## config.mk

```make
export PLATFORM = sky130hd
export DESIGN_NAME = signed_int_to_base_ascii_top
export DESIGN_NICKNAME = d
export VERILOG_FILES = /design/src/design/sibta_pkg.sv /design/src/design/signed_int_to_base_ascii_top.sv /design/src/design/sibta_front.sv /design/src/design/sibta_fifo.sv /design/src/design/sibta_back.sv
export SDC_FILE = /design/constraint.sdc
export NUM_CORES = 1
export LEC_CHECK = 0
export ABC_AREA = 0
export BUFFER_PORTS_ARGS = -buffer_cell sky130_fd_sc_hd__buf_2
export CORE_ASPECT_RATIO = 1.1
export CORE_MARGIN = 2
export CORE_UTILIZATION = 65
export DETAILED_ROUTE_END_ITERATION = 12
export GPL_TIMING_DRIVEN = 0
export PLACE_DENSITY = 0.81
export SYNTH_ARGS = -nofsm -noshare
export SYNTH_HDL_FRONTEND = slang
export SYNTH_SLANG_ARGS = --single-unit
```

## constraint.sdc

```tcl
create_clock -name clk_i -period 34.3 [get_ports clk_i]
set_input_delay 5.145 -clock clk_i [delete_from_list [all_inputs] [get_ports clk_i]]
set_output_delay 5.145 -clock clk_i [all_outputs]
set_load 0.03 [all_outputs]
```

## src/design/sibta_pkg.sv

```systemverilog
`timescale 1ns / 1ps
// ----------------------------------------------------------------------------
// sibta_pkg: shared types and constants of the integer-to-ASCII converter
// Word layouts of both ports, the internal command word and the digit table.
// ----------------------------------------------------------------------------
package sibta_pkg;

  localparam int unsigned ValueW       = 32;
  localparam int unsigned RadixW       = 5;
  localparam int unsigned MaxDigits    = 32;
  localparam int unsigned NdW          = $clog2(MaxDigits + 1);
  localparam int unsigned IdxW         = $clog2(MaxDigits);
  localparam int unsigned BitsPerCycle = 8;
  localparam int unsigned DigitCycles  = ValueW / BitsPerCycle;
  localparam int unsigned StepW        = $clog2(DigitCycles);

  localparam logic [RadixW-1:0] RadixMin = 5'd2;
  localparam logic [RadixW-1:0] RadixMax = 5'd16;
  localparam logic [7:0]        CharMinus = 8'h2D;

  typedef struct packed {
    logic signed [ValueW-1:0] value;
    logic [RadixW-1:0]        radix;
    logic                     upper_case;
  } in_word_t;

  typedef struct packed {
    logic [7:0] character;
    logic       last;
  } out_word_t;

  // Classified conversion job handed from the front to the back.
  typedef struct packed {
    logic              neg;
    logic [ValueW-1:0] mag;
    logic [RadixW-1:0] base;
    logic              upper;
  } cmd_t;

  // Maps a digit value to its ASCII code in the chosen letter case.
  function automatic logic [7:0] digit_char(logic [3:0] digit, logic upper);
    logic [7:0] code;
    if (digit < 4'd10) begin
      code = 8'h30 + {4'b0000, digit};
    end else begin
      code = (upper ? 8'h41 : 8'h61) + {4'b0000, digit} - 8'd10;
    end
    return code;
  endfunction

endpackage

```

## src/design/signed_int_to_base_ascii_top.sv

```systemverilog
`timescale 1ns / 1ps
// ----------------------------------------------------------------------------
// signed_int_to_base_ascii_top: signed integer to ASCII text in base 2..16
// Converts one signed 32-bit word into a run of character words.
// ----------------------------------------------------------------------------
// Each input word carries a signed value, a base and a letter-case flag; the
// block answers with the text of the value, most significant digit first,
// one character per output word, with a leading '-' for negative values and
// the last flag set on the final character. Bases below 2 are treated as 2
// and bases above 16 as 16. Each item is loaded from the command queue, then
// divided out one digit at a time by the iterative divider in the back end
// (8 quotient bits per cycle), then sent as its characters, the sign first,
// at one per cycle while the receiver keeps popping. The command queue lets
// new words be accepted while a conversion is running.
module signed_int_to_base_ascii_top #(
  parameter int unsigned CmdDepth = 2
) (
  input  logic                 clk_i,
  input  logic                 rst_ni,
  input  logic                 push_i,
  input  sibta_pkg::in_word_t  in_word_i,
  output logic                 full_o,
  input  logic                 pop_i,
  output sibta_pkg::out_word_t out_word_o,
  output logic                 empty_o
);
  import sibta_pkg::*;

  cmd_t front_cmd;
  cmd_t queue_cmd;
  logic queue_empty;
  logic queue_pop;

  // The front splits the value into sign and magnitude and clamps the base.
  sibta_front u_front (
    .in_word_i (in_word_i),
    .cmd_o     (front_cmd)
  );

  // The queue holds classified jobs while the back is busy.
  sibta_fifo #(
    .Depth (CmdDepth)
  ) u_fifo (
    .clk_i   (clk_i),
    .rst_ni  (rst_ni),
    .push_i  (push_i),
    .wdata_i (front_cmd),
    .full_o  (full_o),
    .pop_i   (queue_pop),
    .rdata_o (queue_cmd),
    .empty_o (queue_empty)
  );

  // The back divides out the digits and streams the characters.
  sibta_back u_back (
    .clk_i       (clk_i),
    .rst_ni      (rst_ni),
    .cmd_valid_i (!queue_empty),
    .cmd_i       (queue_cmd),
    .cmd_pop_o   (queue_pop),
    .empty_o     (empty_o),
    .pop_i       (pop_i),
    .out_word_o  (out_word_o)
  );

endmodule

```

## src/design/sibta_front.sv

```systemverilog
`timescale 1ns / 1ps
// ----------------------------------------------------------------------------
// sibta_front: input classification
// Splits the value into sign and magnitude and clamps the base to 2..16.
// ----------------------------------------------------------------------------
module sibta_front (
  input  sibta_pkg::in_word_t in_word_i,
  output sibta_pkg::cmd_t     cmd_o
);
  import sibta_pkg::*;

  logic [ValueW-1:0] raw;

  assign raw = in_word_i.value;

  always_comb begin
    cmd_o.neg   = raw[ValueW-1];
    // The most negative value wraps to 2^31, which is its true magnitude.
    cmd_o.mag   = raw[ValueW-1] ? (~raw + 32'd1) : raw;
    cmd_o.upper = in_word_i.upper_case;
    if (in_word_i.radix < RadixMin) begin
      cmd_o.base = RadixMin;
    end else if (in_word_i.radix > RadixMax) begin
      cmd_o.base = RadixMax;
    end else begin
      cmd_o.base = in_word_i.radix;
    end
  end

endmodule

```

## src/design/sibta_fifo.sv

```systemverilog
`timescale 1ns / 1ps
// ----------------------------------------------------------------------------
// sibta_fifo: command queue
// Small register queue that decouples the front from the back.
// ----------------------------------------------------------------------------
module sibta_fifo #(
  parameter int unsigned Depth = 2
) (
  input  logic            clk_i,
  input  logic            rst_ni,
  input  logic            push_i,
  input  sibta_pkg::cmd_t wdata_i,
  output logic            full_o,
  input  logic            pop_i,
  output sibta_pkg::cmd_t rdata_o,
  output logic            empty_o
);
  import sibta_pkg::*;

  localparam int unsigned PtrW = (Depth > 1) ? $clog2(Depth) : 1;
  localparam int unsigned CntW = $clog2(Depth + 1);

  cmd_t            mem_q [Depth];
  logic [PtrW-1:0] wr_ptr_q, wr_ptr_d, rd_ptr_q, rd_ptr_d;
  logic [CntW-1:0] cnt_q, cnt_d;
  logic            do_push, do_pop;

  assign full_o  = (cnt_q == CntW'(Depth));
  assign empty_o = (cnt_q == '0);
  assign do_push = push_i && !full_o;
  assign do_pop  = pop_i && !empty_o;
  assign rdata_o = mem_q[rd_ptr_q];

  always_comb begin
    wr_ptr_d = wr_ptr_q;
    rd_ptr_d = rd_ptr_q;
    cnt_d    = cnt_q;
    if (do_push) begin
      wr_ptr_d = (wr_ptr_q == PtrW'(Depth - 1)) ? '0 : wr_ptr_q + 1'b1;
    end
    if (do_pop) begin
      rd_ptr_d = (rd_ptr_q == PtrW'(Depth - 1)) ? '0 : rd_ptr_q + 1'b1;
    end
    if (do_push && !do_pop) begin
      cnt_d = cnt_q + 1'b1;
    end else if (do_pop && !do_push) begin
      cnt_d = cnt_q - 1'b1;
    end
  end

  always_ff @(posedge clk_i or negedge rst_ni) begin
    if (!rst_ni) begin
      wr_ptr_q <= '0;
      rd_ptr_q <= '0;
      cnt_q    <= '0;
    end else begin
      wr_ptr_q <= wr_ptr_d;
      rd_ptr_q <= rd_ptr_d;
      cnt_q    <= cnt_d;
    end
  end

  always_ff @(posedge clk_i) begin
    if (do_push) begin
      mem_q[wr_ptr_q] <= wdata_i;
    end
  end

endmodule

```

## src/design/sibta_back.sv

```systemverilog
`timescale 1ns / 1ps
// ----------------------------------------------------------------------------
// sibta_back: digit generation and character output
// Divides the magnitude by the base one digit at a time, then streams text.
// ----------------------------------------------------------------------------
module sibta_back (
  input  logic                 clk_i,
  input  logic                 rst_ni,
  input  logic                 cmd_valid_i,
  input  sibta_pkg::cmd_t      cmd_i,
  output logic                 cmd_pop_o,
  output logic                 empty_o,
  input  logic                 pop_i,
  output sibta_pkg::out_word_t out_word_o
);
  import sibta_pkg::*;

  typedef enum logic [3:0] {
    StIdle = 4'b0001,
    StDiv  = 4'b0010,
    StSign = 4'b0100,
    StEmit = 4'b1000
  } state_e;

  state_e            state_q, state_d;
  logic [ValueW-1:0] dq_q, dq_d;
  logic [3:0]        rem_q, rem_d;
  logic [StepW-1:0]  step_q, step_d;
  logic [NdW-1:0]    nd_q, nd_d;
  logic              neg_q, neg_d, upper_q, upper_d;
  logic [RadixW-1:0] base_q, base_d;
  logic [3:0]        digits_q [MaxDigits];
  logic              dig_we;
  logic              out_valid_q, out_valid_d;
  out_word_t         out_q, out_d;
  logic              out_ready;
  logic [ValueW-1:0] div_dq;
  logic [3:0]        div_rem;
  logic [NdW-1:0]    nd_dec;

  assign out_ready  = !out_valid_q || pop_i;
  assign empty_o    = !out_valid_q;
  assign out_word_o = out_q;
  assign nd_dec     = nd_q - 1'b1;

  // Restoring division, several quotient bits per cycle.
  always_comb begin
    logic [4:0] r5;
    div_dq  = dq_q;
    div_rem = rem_q;
    for (int i = 0; i < BitsPerCycle; i++) begin
      r5     = {div_rem, div_dq[ValueW-1]};
      div_dq = {div_dq[ValueW-2:0], 1'b0};
      if (r5 >= base_q) begin
        r5        = r5 - base_q;
        div_dq[0] = 1'b1;
      end
      div_rem = r5[3:0];
    end
  end

  always_comb begin
    state_d     = state_q;
    dq_d        = dq_q;
    rem_d       = rem_q;
    step_d      = step_q;
    nd_d        = nd_q;
    neg_d       = neg_q;
    upper_d     = upper_q;
    base_d      = base_q;
    dig_we      = 1'b0;
    cmd_pop_o   = 1'b0;
    out_valid_d = out_valid_q && !pop_i;
    out_d       = out_q;
    case (state_q)
      StIdle: begin
        if (cmd_valid_i) begin
          cmd_pop_o = 1'b1;
          dq_d      = cmd_i.mag;
          rem_d     = '0;
          step_d    = '0;
          nd_d      = '0;
          neg_d     = cmd_i.neg;
          upper_d   = cmd_i.upper;
          base_d    = cmd_i.base;
          state_d   = StDiv;
        end
      end
      StDiv: begin
        dq_d   = div_dq;
        rem_d  = div_rem;
        step_d = step_q + 1'b1;
        if (step_q == StepW'(DigitCycles - 1)) begin
          dig_we = 1'b1;
          rem_d  = '0;
          nd_d   = nd_q + 1'b1;
          if (div_dq == '0 || nd_d == NdW'(MaxDigits)) begin
            state_d = neg_q ? StSign : StEmit;
          end
        end
      end
      StSign: begin
        if (out_ready) begin
          out_valid_d     = 1'b1;
          out_d.character = CharMinus;
          out_d.last      = 1'b0;
          state_d         = StEmit;
        end
      end
      StEmit: begin
        if (out_ready) begin
          out_valid_d     = 1'b1;
          out_d.character = digit_char(digits_q[nd_dec[IdxW-1:0]], upper_q);
          out_d.last      = (nd_q == NdW'(1));
          nd_d            = nd_dec;
          if (nd_q == NdW'(1)) begin
            state_d = StIdle;
          end
        end
      end
      default: begin
        state_d = StIdle;
      end
    endcase
  end

  always_ff @(posedge clk_i or negedge rst_ni) begin
    if (!rst_ni) begin
      state_q     <= StIdle;
      out_valid_q <= 1'b0;
      step_q      <= '0;
      nd_q        <= '0;
    end else begin
      state_q     <= state_d;
      out_valid_q <= out_valid_d;
      step_q      <= step_d;
      nd_q        <= nd_d;
    end
  end

  always_ff @(posedge clk_i) begin
    dq_q    <= dq_d;
    rem_q   <= rem_d;
    neg_q   <= neg_d;
    upper_q <= upper_d;
    base_q  <= base_d;
    out_q   <= out_d;
    if (dig_we) begin
      digits_q[nd_q[IdxW-1:0]] <= div_rem;
    end
  end

endmodule

```

==> results of run 1 <==
## cell usage in the layout (no fill, tap or decap), drive strengths merged, types with 7 or more instances in the layout
cell type  netlist  layout
edfxtp         257     257
nand2           86      86
buf             20      75
o21ai           70      70
nor2            57      57
clkbuf          25      54
ha              49      49
mux2i           49      49
xnor2           47      47
inv             45      45
a21oi           37      37
mux4            34      34
nand3           24      24
a21o            23      23
mux2            16      16
dfrtp           16      16
nand2b          15      15
o31ai           15      15
nor4            12      12
clkinv           0      11
nor2b            9       9
fa               8       8
xor2             8       8
a211oi           7       7
nor3             7       7
## critical path: cells and delay by family, from the launching register on
family	cells	cell delay [ps]
adders and majority gates	8	2630
DFF	1	660
buffers and inverters	8	2020
and+or+nand+nor	4	580
AOI/OAI and AO/OA	27	7050
muxes	3	990
## metrics by stage
step	area [µm²]	instances
floorplan	13610	1008
global placement	14180	1315
global route	15110	1365
finish	15110	1365
detailed placement	14270	1319
CTS	15110	1365
## per-layer routing
metal  part of all wire (%)  up-vias
met5                      0        -
met4                    2.2        0
met3                    8.6       52
met2                     49      391
met1                     40     4239
li1                       -     3974
## synthesized netlist by cell type, types with 3 or more instances
cell type / instances
xnor2_1: 47
mux4_2: 34
xor2_1: 7
o31ai_1: 15
nand3b_1: 3
nand2b_1: 15
nor2b_1: 9
nand2_1: 86
mux2i_1: 48
buf_1: 8
mux2_2: 16
fa_1: 8
clkbuf_1: 25
o21ai_1: 6
or2_2: 3
edfxtp_1: 257
a31oi_1: 4
a21o_1: 23
nor3b_1: 3
o21a_1: 3
a211oi_1: 7
nand3_1: 23
nor3_1: 6
o41ai_1: 4
o21ai_0: 64
buf_4: 4
a21oi_1: 37
buf_2: 6
nor4_1: 12
nor2_1: 57
a32o_1: 3
ha_1: 49
or3_1: 5
dfrtp_1: 16
inv_1: 45
o22ai_1: 3
and2_1: 3
## area by class of cell
cell class | instances | area, µm²
flip-flops and latches | 274 | 8144
plain buffers | 45 | 206.4
repair buffers | 55 | 321.6
fillers | 1266 | 5463
clock inverters | 17 | 163.9
clock buffers | 29 | 683.2
well taps | 256 | 320.3
inverters | 45 | 168.9
multi-input cells | 644 | 5105
## registers in the layout (all words and copies together), names as in the netlist
name / count
u_back.digits_q: 128
u_fifo.mem_q: 78
u_back.dq_q: 32
u_back.out_word_o: 8
u_back.nd_q: 6
u_back.base_q: 5
u_back.rem_q: 4
u_back.state_q: 4
u_back.step_q: 2
u_fifo.cnt_q: 2
u_back.neg_q: 1
u_back.out_valid_q: 1
u_back.upper_q: 1
u_fifo.rd_ptr_q: 1
u_fifo.wr_ptr_q: 1
## path summary, 6_finish.rpt
check / to / slack, ps / depth (start not counted)
setup / recovery: u_back.digits_q[3][2] / 19950 / 50
hold / removal: u_back.step_q[0] / 500 / 1
setup reg to reg: u_back.digits_q[3][2] / 19950 / 50
hold reg to reg: u_back.step_q[0] / 500 / 1
max in group asynchronous: u_back.state_q[0] / 29420 / 1
min in group asynchronous: u_back.nd_q[4] / 4540 / 1
## cells by family (layout without fill, tap and decap cells)
group                      after synthesis  count (layout)  share of synthesized area, %
DFF                                    274             274                         59.86
and+or+nand+nor                        243             243                         8.645
AOI/OAI and AO/OA                      189             189                         8.783
muxes                                   99              99                         10.65
buffers and inverters                   90             191                         2.759
adders and majority gates               57              57                         5.683
xor gates and xnor gates                55              55                         3.596
other                                    1               1                       0.02756
==> metrics.md, run 1 <==
| Metric | Value |
|---|---|
| Routed wire length | 29090 µm |
| Largest net degree at the start of global routing | 37 |
| Max-Slew Margin vs Limit | 22.50% |
| Syn-to-layout area delta | 11.08% |
| Largest area contributor in the netlist | edfxtp_1 |
| Final hold slack | 504.6 ps |
| Tightest Pin Transition | 1162 ps |
| Drt pass-1 iters | 7 |
| Reg2Reg Launch Point | u_back.base_q[1] |
| Total CTS buffers | 26 |
| Crit path launch | u_back.base_q[1] |
| Min cycle time layout | 14350 ps |
| Top Usage Layer GRT | met2 |
| Layout Nets | 1190 |
| Post-DR wirelength/cell | 21.31 µm |
| Req. time, crit path | 34460 ps |
| Syn nets | 1107 |
| Post-synth cell types | 71 |
| Dpl hpwl | 20160 µm |
| Crit path kind | reg2reg |
| Ratio of cells with drive above 1 in the final layout | 15.69% |
| Iter 0 DRT Violations | 976 |
| Post CTS Setup Buffer Count | 0 |
| Crit start category | flop |
| Status | completed |
| Sequential area share after synthesis | 59.86% |
| Post-synth EDFFs | 257 |
| TritonCTS sink count | 274 |
| Vias | 8656 |
| # DRC | 0 |
| Placeable Area | 20580 µm² |
| Die height | 155.7 µm |
| Worst min-delay path startpoint | u_back.step_q[0] |
| Setup TNS | 0 ps |
| Setup Skew | 14.27 ps |
| PostCTS Resize Cnt | 0 |
| Ys async rst share | 6.204% |
| Syn Std Cell Area | 13610 µm² |
| Gp weighted congestion | 0.9213 |
| CTS tree | done |
| Hold crit path type | reg2reg |
| Max Clk Rate | 0.06968 GHz |
| First-pass GRT wire length | 45710 µm |
| Main synth FF type | edfxtp_1 |
| Met3 Track Usage GR | 3.837% |
| DRT antenna net count | 0 |
| Via-per-instance ratio | 6.341 |
| Max-cap violations | 0 |
| Met1 Use GR | 37.45% |
| Top cell by count, worst path | a21o_1 |
| Initial core utilization | 66.12% |
| Worst-path clk slew | 60 ps |
| Die footprint | 22110 µm² |
| Total GRT Usage | 27.05% |
| Biggest cell delay along the critical path | 900 ps |
| Synth warn | 0 |
| Clk_lat worst skew | 530 ps |
| GRT Residual Overflow | 0 |
| Final hold violation count | 0 |
| # diodes | 0 |
| Syn Inst Count | 1008 |
| H-tree depth | 1 |
| I/O Buffers | 51 |
| M2 GR Usage | 45.45% |
| CP Data Arrival Time | 14510 ps |
| Slew Viols, Final | 0 |
| CTS Hold Buffers Added | 0 |
| Initial antenna violation count | 0 |
| CTS root buffer | clkbuf_16 |
| Final period util | 41.84% |
| Bufs on Longest Clock Path | 3 |
| Vias in the first global route | 8642 |
| Post-Place Worst Slack | 20160 ps |
| CP endpoint kind | flop |
| Synth top area cells | edfxtp_1 57%, mux4_2 5.6%, ha_1 4.5% |
| Yosys top cell area share | 56.72% |
| Fin worst setup slack | 19950 ps |
| Critical path fanouts, max | 32 |
| Final Util | 73.45% |
| Slowest cell on crit path | o21a_1 |
| Chip width | 141.9 µm |
| Unrepaired setup endpoints after global routing | false |
| Mean Syn Cell Area | 13.50 µm² |
| IO Pins | 53 |
| #FFs+latches synth | 274 |
| Final setup vio count | 0 |
| Std-Cell Rows | 55 |
Power of run 1 is left out: the tool's default activity adds up to more than one toggle a clock period on the data nets, which glitch-free logic cannot reach.
==> run 2: changes to the inputs <==
--- a/config.mk
+++ b/config.mk
@@ -9,10 +9,10 @@
 export BUFFER_PORTS_ARGS = -buffer_cell sky130_fd_sc_hd__buf_2
 export CORE_ASPECT_RATIO = 1.1
 export CORE_MARGIN = 2
-export CORE_UTILIZATION = 65
+export CORE_UTILIZATION = 62
 export DETAILED_ROUTE_END_ITERATION = 12
 export GPL_TIMING_DRIVEN = 0
-export PLACE_DENSITY = 0.81
+export PLACE_DENSITY = 0.78
 export SYNTH_ARGS = -nofsm -noshare
 export SYNTH_HDL_FRONTEND = slang
 export SYNTH_SLANG_ARGS = --single-unit
==> constraint.sdc (replaced) <==
create_clock -name clk_i -period 14.7 [get_ports clk_i]
set_input_delay 2.205 -clock clk_i [delete_from_list [all_inputs] [get_ports clk_i]]
set_output_delay 2.205 -clock clk_i [all_outputs]
set_load 0.03 [all_outputs]
==> run 2 against run 1 <==
Critical path depth down 1. Cell count up 2.6%. Flip-flop and latch count unchanged. Largest cell class unchanged. Worst setup slack worse by 19000 ps. Worst hold slack better by 3.8 ps. Maximum frequency up 6.8%. Die area up 4.7%. Sequential share of layout area down 0.14 points. Global-route usage down 2.2 points.
==> metrics.md, run 2 (synthesis gave the netlist of run 1 again) <==
| Metric | Value |
|---|---|
| Reg2Reg Depth | 49 |
| Min cycle time layout | 13430 ps |
| CP endpoint kind | flop |
| Crit path kind | reg2reg |
| Critical path fanouts, max | 32 |
| Largest net degree at the start of global routing | 37 |
| Final period util | 91.39% |
| Bufs on Longest Clock Path | 3 |
| Clk_lat worst skew | 540 ps |
| Drt pass-1 iters | 6 |
| Hold crit path type | reg2reg |
| Die footprint | 23150 µm² |
| Status | completed |
| Commonest non-fill, non-tap cells in the layout | 257 x edfxtp_1, 85 x nand2_1, 63 x o21ai_0 |
| Total CTS buffers | 27 |
| Vias | 8592 |
| Via-per-instance ratio | 6.133 |
| Die height | 159.4 µm |
| H-tree depth | 1 |
| Initial core utilization | 63.46% |
| Setup TNS | 0 ps |
| Gp weighted congestion | 0.9042 |
| First-pass GRT wire length | 45210 µm |
| Max Clk Rate | 0.07443 GHz |
| Routed wire length | 28450 µm |
| Final Util | 70.68% |
| # diodes | 0 |
| Slew Viols, Final | 0 |
| Max-Slew Margin vs Limit | 42.10% |
| Slowest cell on crit path | edfxtp_1 |
| Cell depth of the worst setup path | 49 |
| Std-Cell Rows | 56 |
| # DRC | 0 |
| Post-DR wirelength/cell | 20.31 µm |
| Total GRT Usage | 24.85% |
| Worst-path clk slew | 60 ps |
| Final setup vio count | 0 |
| Iter 0 DRT Violations | 958 |
| CTS tree | done |
| Tightest Pin Transition | 865.4 ps |
| Req. time, crit path | 14950 ps |
| Placeable Area | 21440 µm² |
| Dpl hpwl | 19810 µm |
| Initial antenna violation count | 0 |
| TritonCTS sink count | 274 |
| Unrepaired setup endpoints after global routing | false |
| Max-cap violations | 0 |
| Final hold violation count | 0 |
| Layout Nets | 1191 |
| Vias in the first global route | 8486 |
| CP Data Arrival Time | 13690 ps |
| Syn-to-layout area delta | 11.38% |
| Setup Skew | 16.34 ps |
| WHS Path Cells | 1 |
| Ratio of cells with drive above 1 in the final layout | 15.66% |
| Biggest cell delay along the critical path | 690 ps |
| CTS root buffer | clkbuf_16 |
| I/O Buffers | 51 |
| IO Pins | 53 |
| Crit start category | flop |
| Crit path max-delay family | compound AO/OA/AOI/OAI gates |
| GRT Residual Overflow | 0 |
| Largest register FFs | 128 |
| DRT antenna net count | 0 |
| Buf/Inv on CP | 7 |
| Post CTS Setup Buffer Count | 0 |
| Chip width | 145.2 µm |
| Commonest non-fill, non-tap cell in the layout | edfxtp_1 |
==> run 2: path summary, 6_finish.rpt <==
| kind | startpoint | end | slack (ps) |
|---|---|---|---|
| setup / recovery | u_back.base_q[1] | u_back.digits_q[11][2] | 1270 |
| hold / removal | u_back.step_q[0] | u_back.step_q[0] | 510 |
| setup reg to reg | u_back.base_q[1] | u_back.digits_q[11][2] | 1270 |
| hold reg to reg | u_back.step_q[0] | u_back.step_q[0] | 510 |
| max in group asynchronous | rst_ni | u_back.state_q[0] | 12740 |
| min in group asynchronous | rst_ni | u_back.out_valid_q | 1610 |
==> run 2: worst reg2reg max path: cells and delay by family, from the launching register on <==
| kind | cells | cell delay [ps] |
|---|---|---|
| AO/OA/AOI/OAI | 26 | 5970 |
| adder cells (fa/ha/maj) | 8 | 2630 |
| buffers and inverters | 7 | 2200 |
| AND/OR/NAND/NOR | 6 | 880 |
| multiplexers | 2 | 770 |
| flip-flops | 1 | 690 |
==> run 2: layout make-up <==
class | instances | area, µm²
Clock buffer | 34 | 701.9
Tap cell | 290 | 362.8
Inverter | 45 | 168.9
Fill cell | 1481 | 6287
Clock inverter | 14 | 122.6
Multi-Input combinational cell | 644 | 5121
Sequential cell | 274 | 8144
Timing Repair Buffer | 55 | 325.3
Buffer | 45 | 206.4
==> run 2: through the flow <==
step / std cells / worst slack, ps / hold slack (ps) / area (µm²)
global route: 1401 / 57.63 / 541.1 / 15150
CTS: 1401 / 440.3 / 507.8 / 15140
finish: 1401 / 1265 / 508.4 / 15150
detailed placement: 1353 / 510.2 / 495.9 / 14310
global placement: 1349 / -1340 / 474.7 / 14220
floorplan: 1008 / 2661 / 460.8 / 13610
==> run 2: per-layer routing <==
| layer | share of wire, % | vias up | wire length [µm] | GRT usage, % |
|---|---|---|---|---|
| met4 | 2.0 | 0 | 573 | 6.551 |
| met2 | 48 | 378 | 13700 | 40.50 |
| li1 | - | 3972 | - | - |
| met3 | 7.9 | 50 | 2255 | 4.040 |
| met1 | 42 | 4192 | 11920 | 35.42 |
| met5 | 0 | - | 0 | 0 |
==> run 2: what timing repair did <==
item | CTS | global route
resized for setup | 0 | 4
setup endpoints to repair | 0 | 130
hold buffers | 0 | 0
Power of run 2 is left out for the same reason.
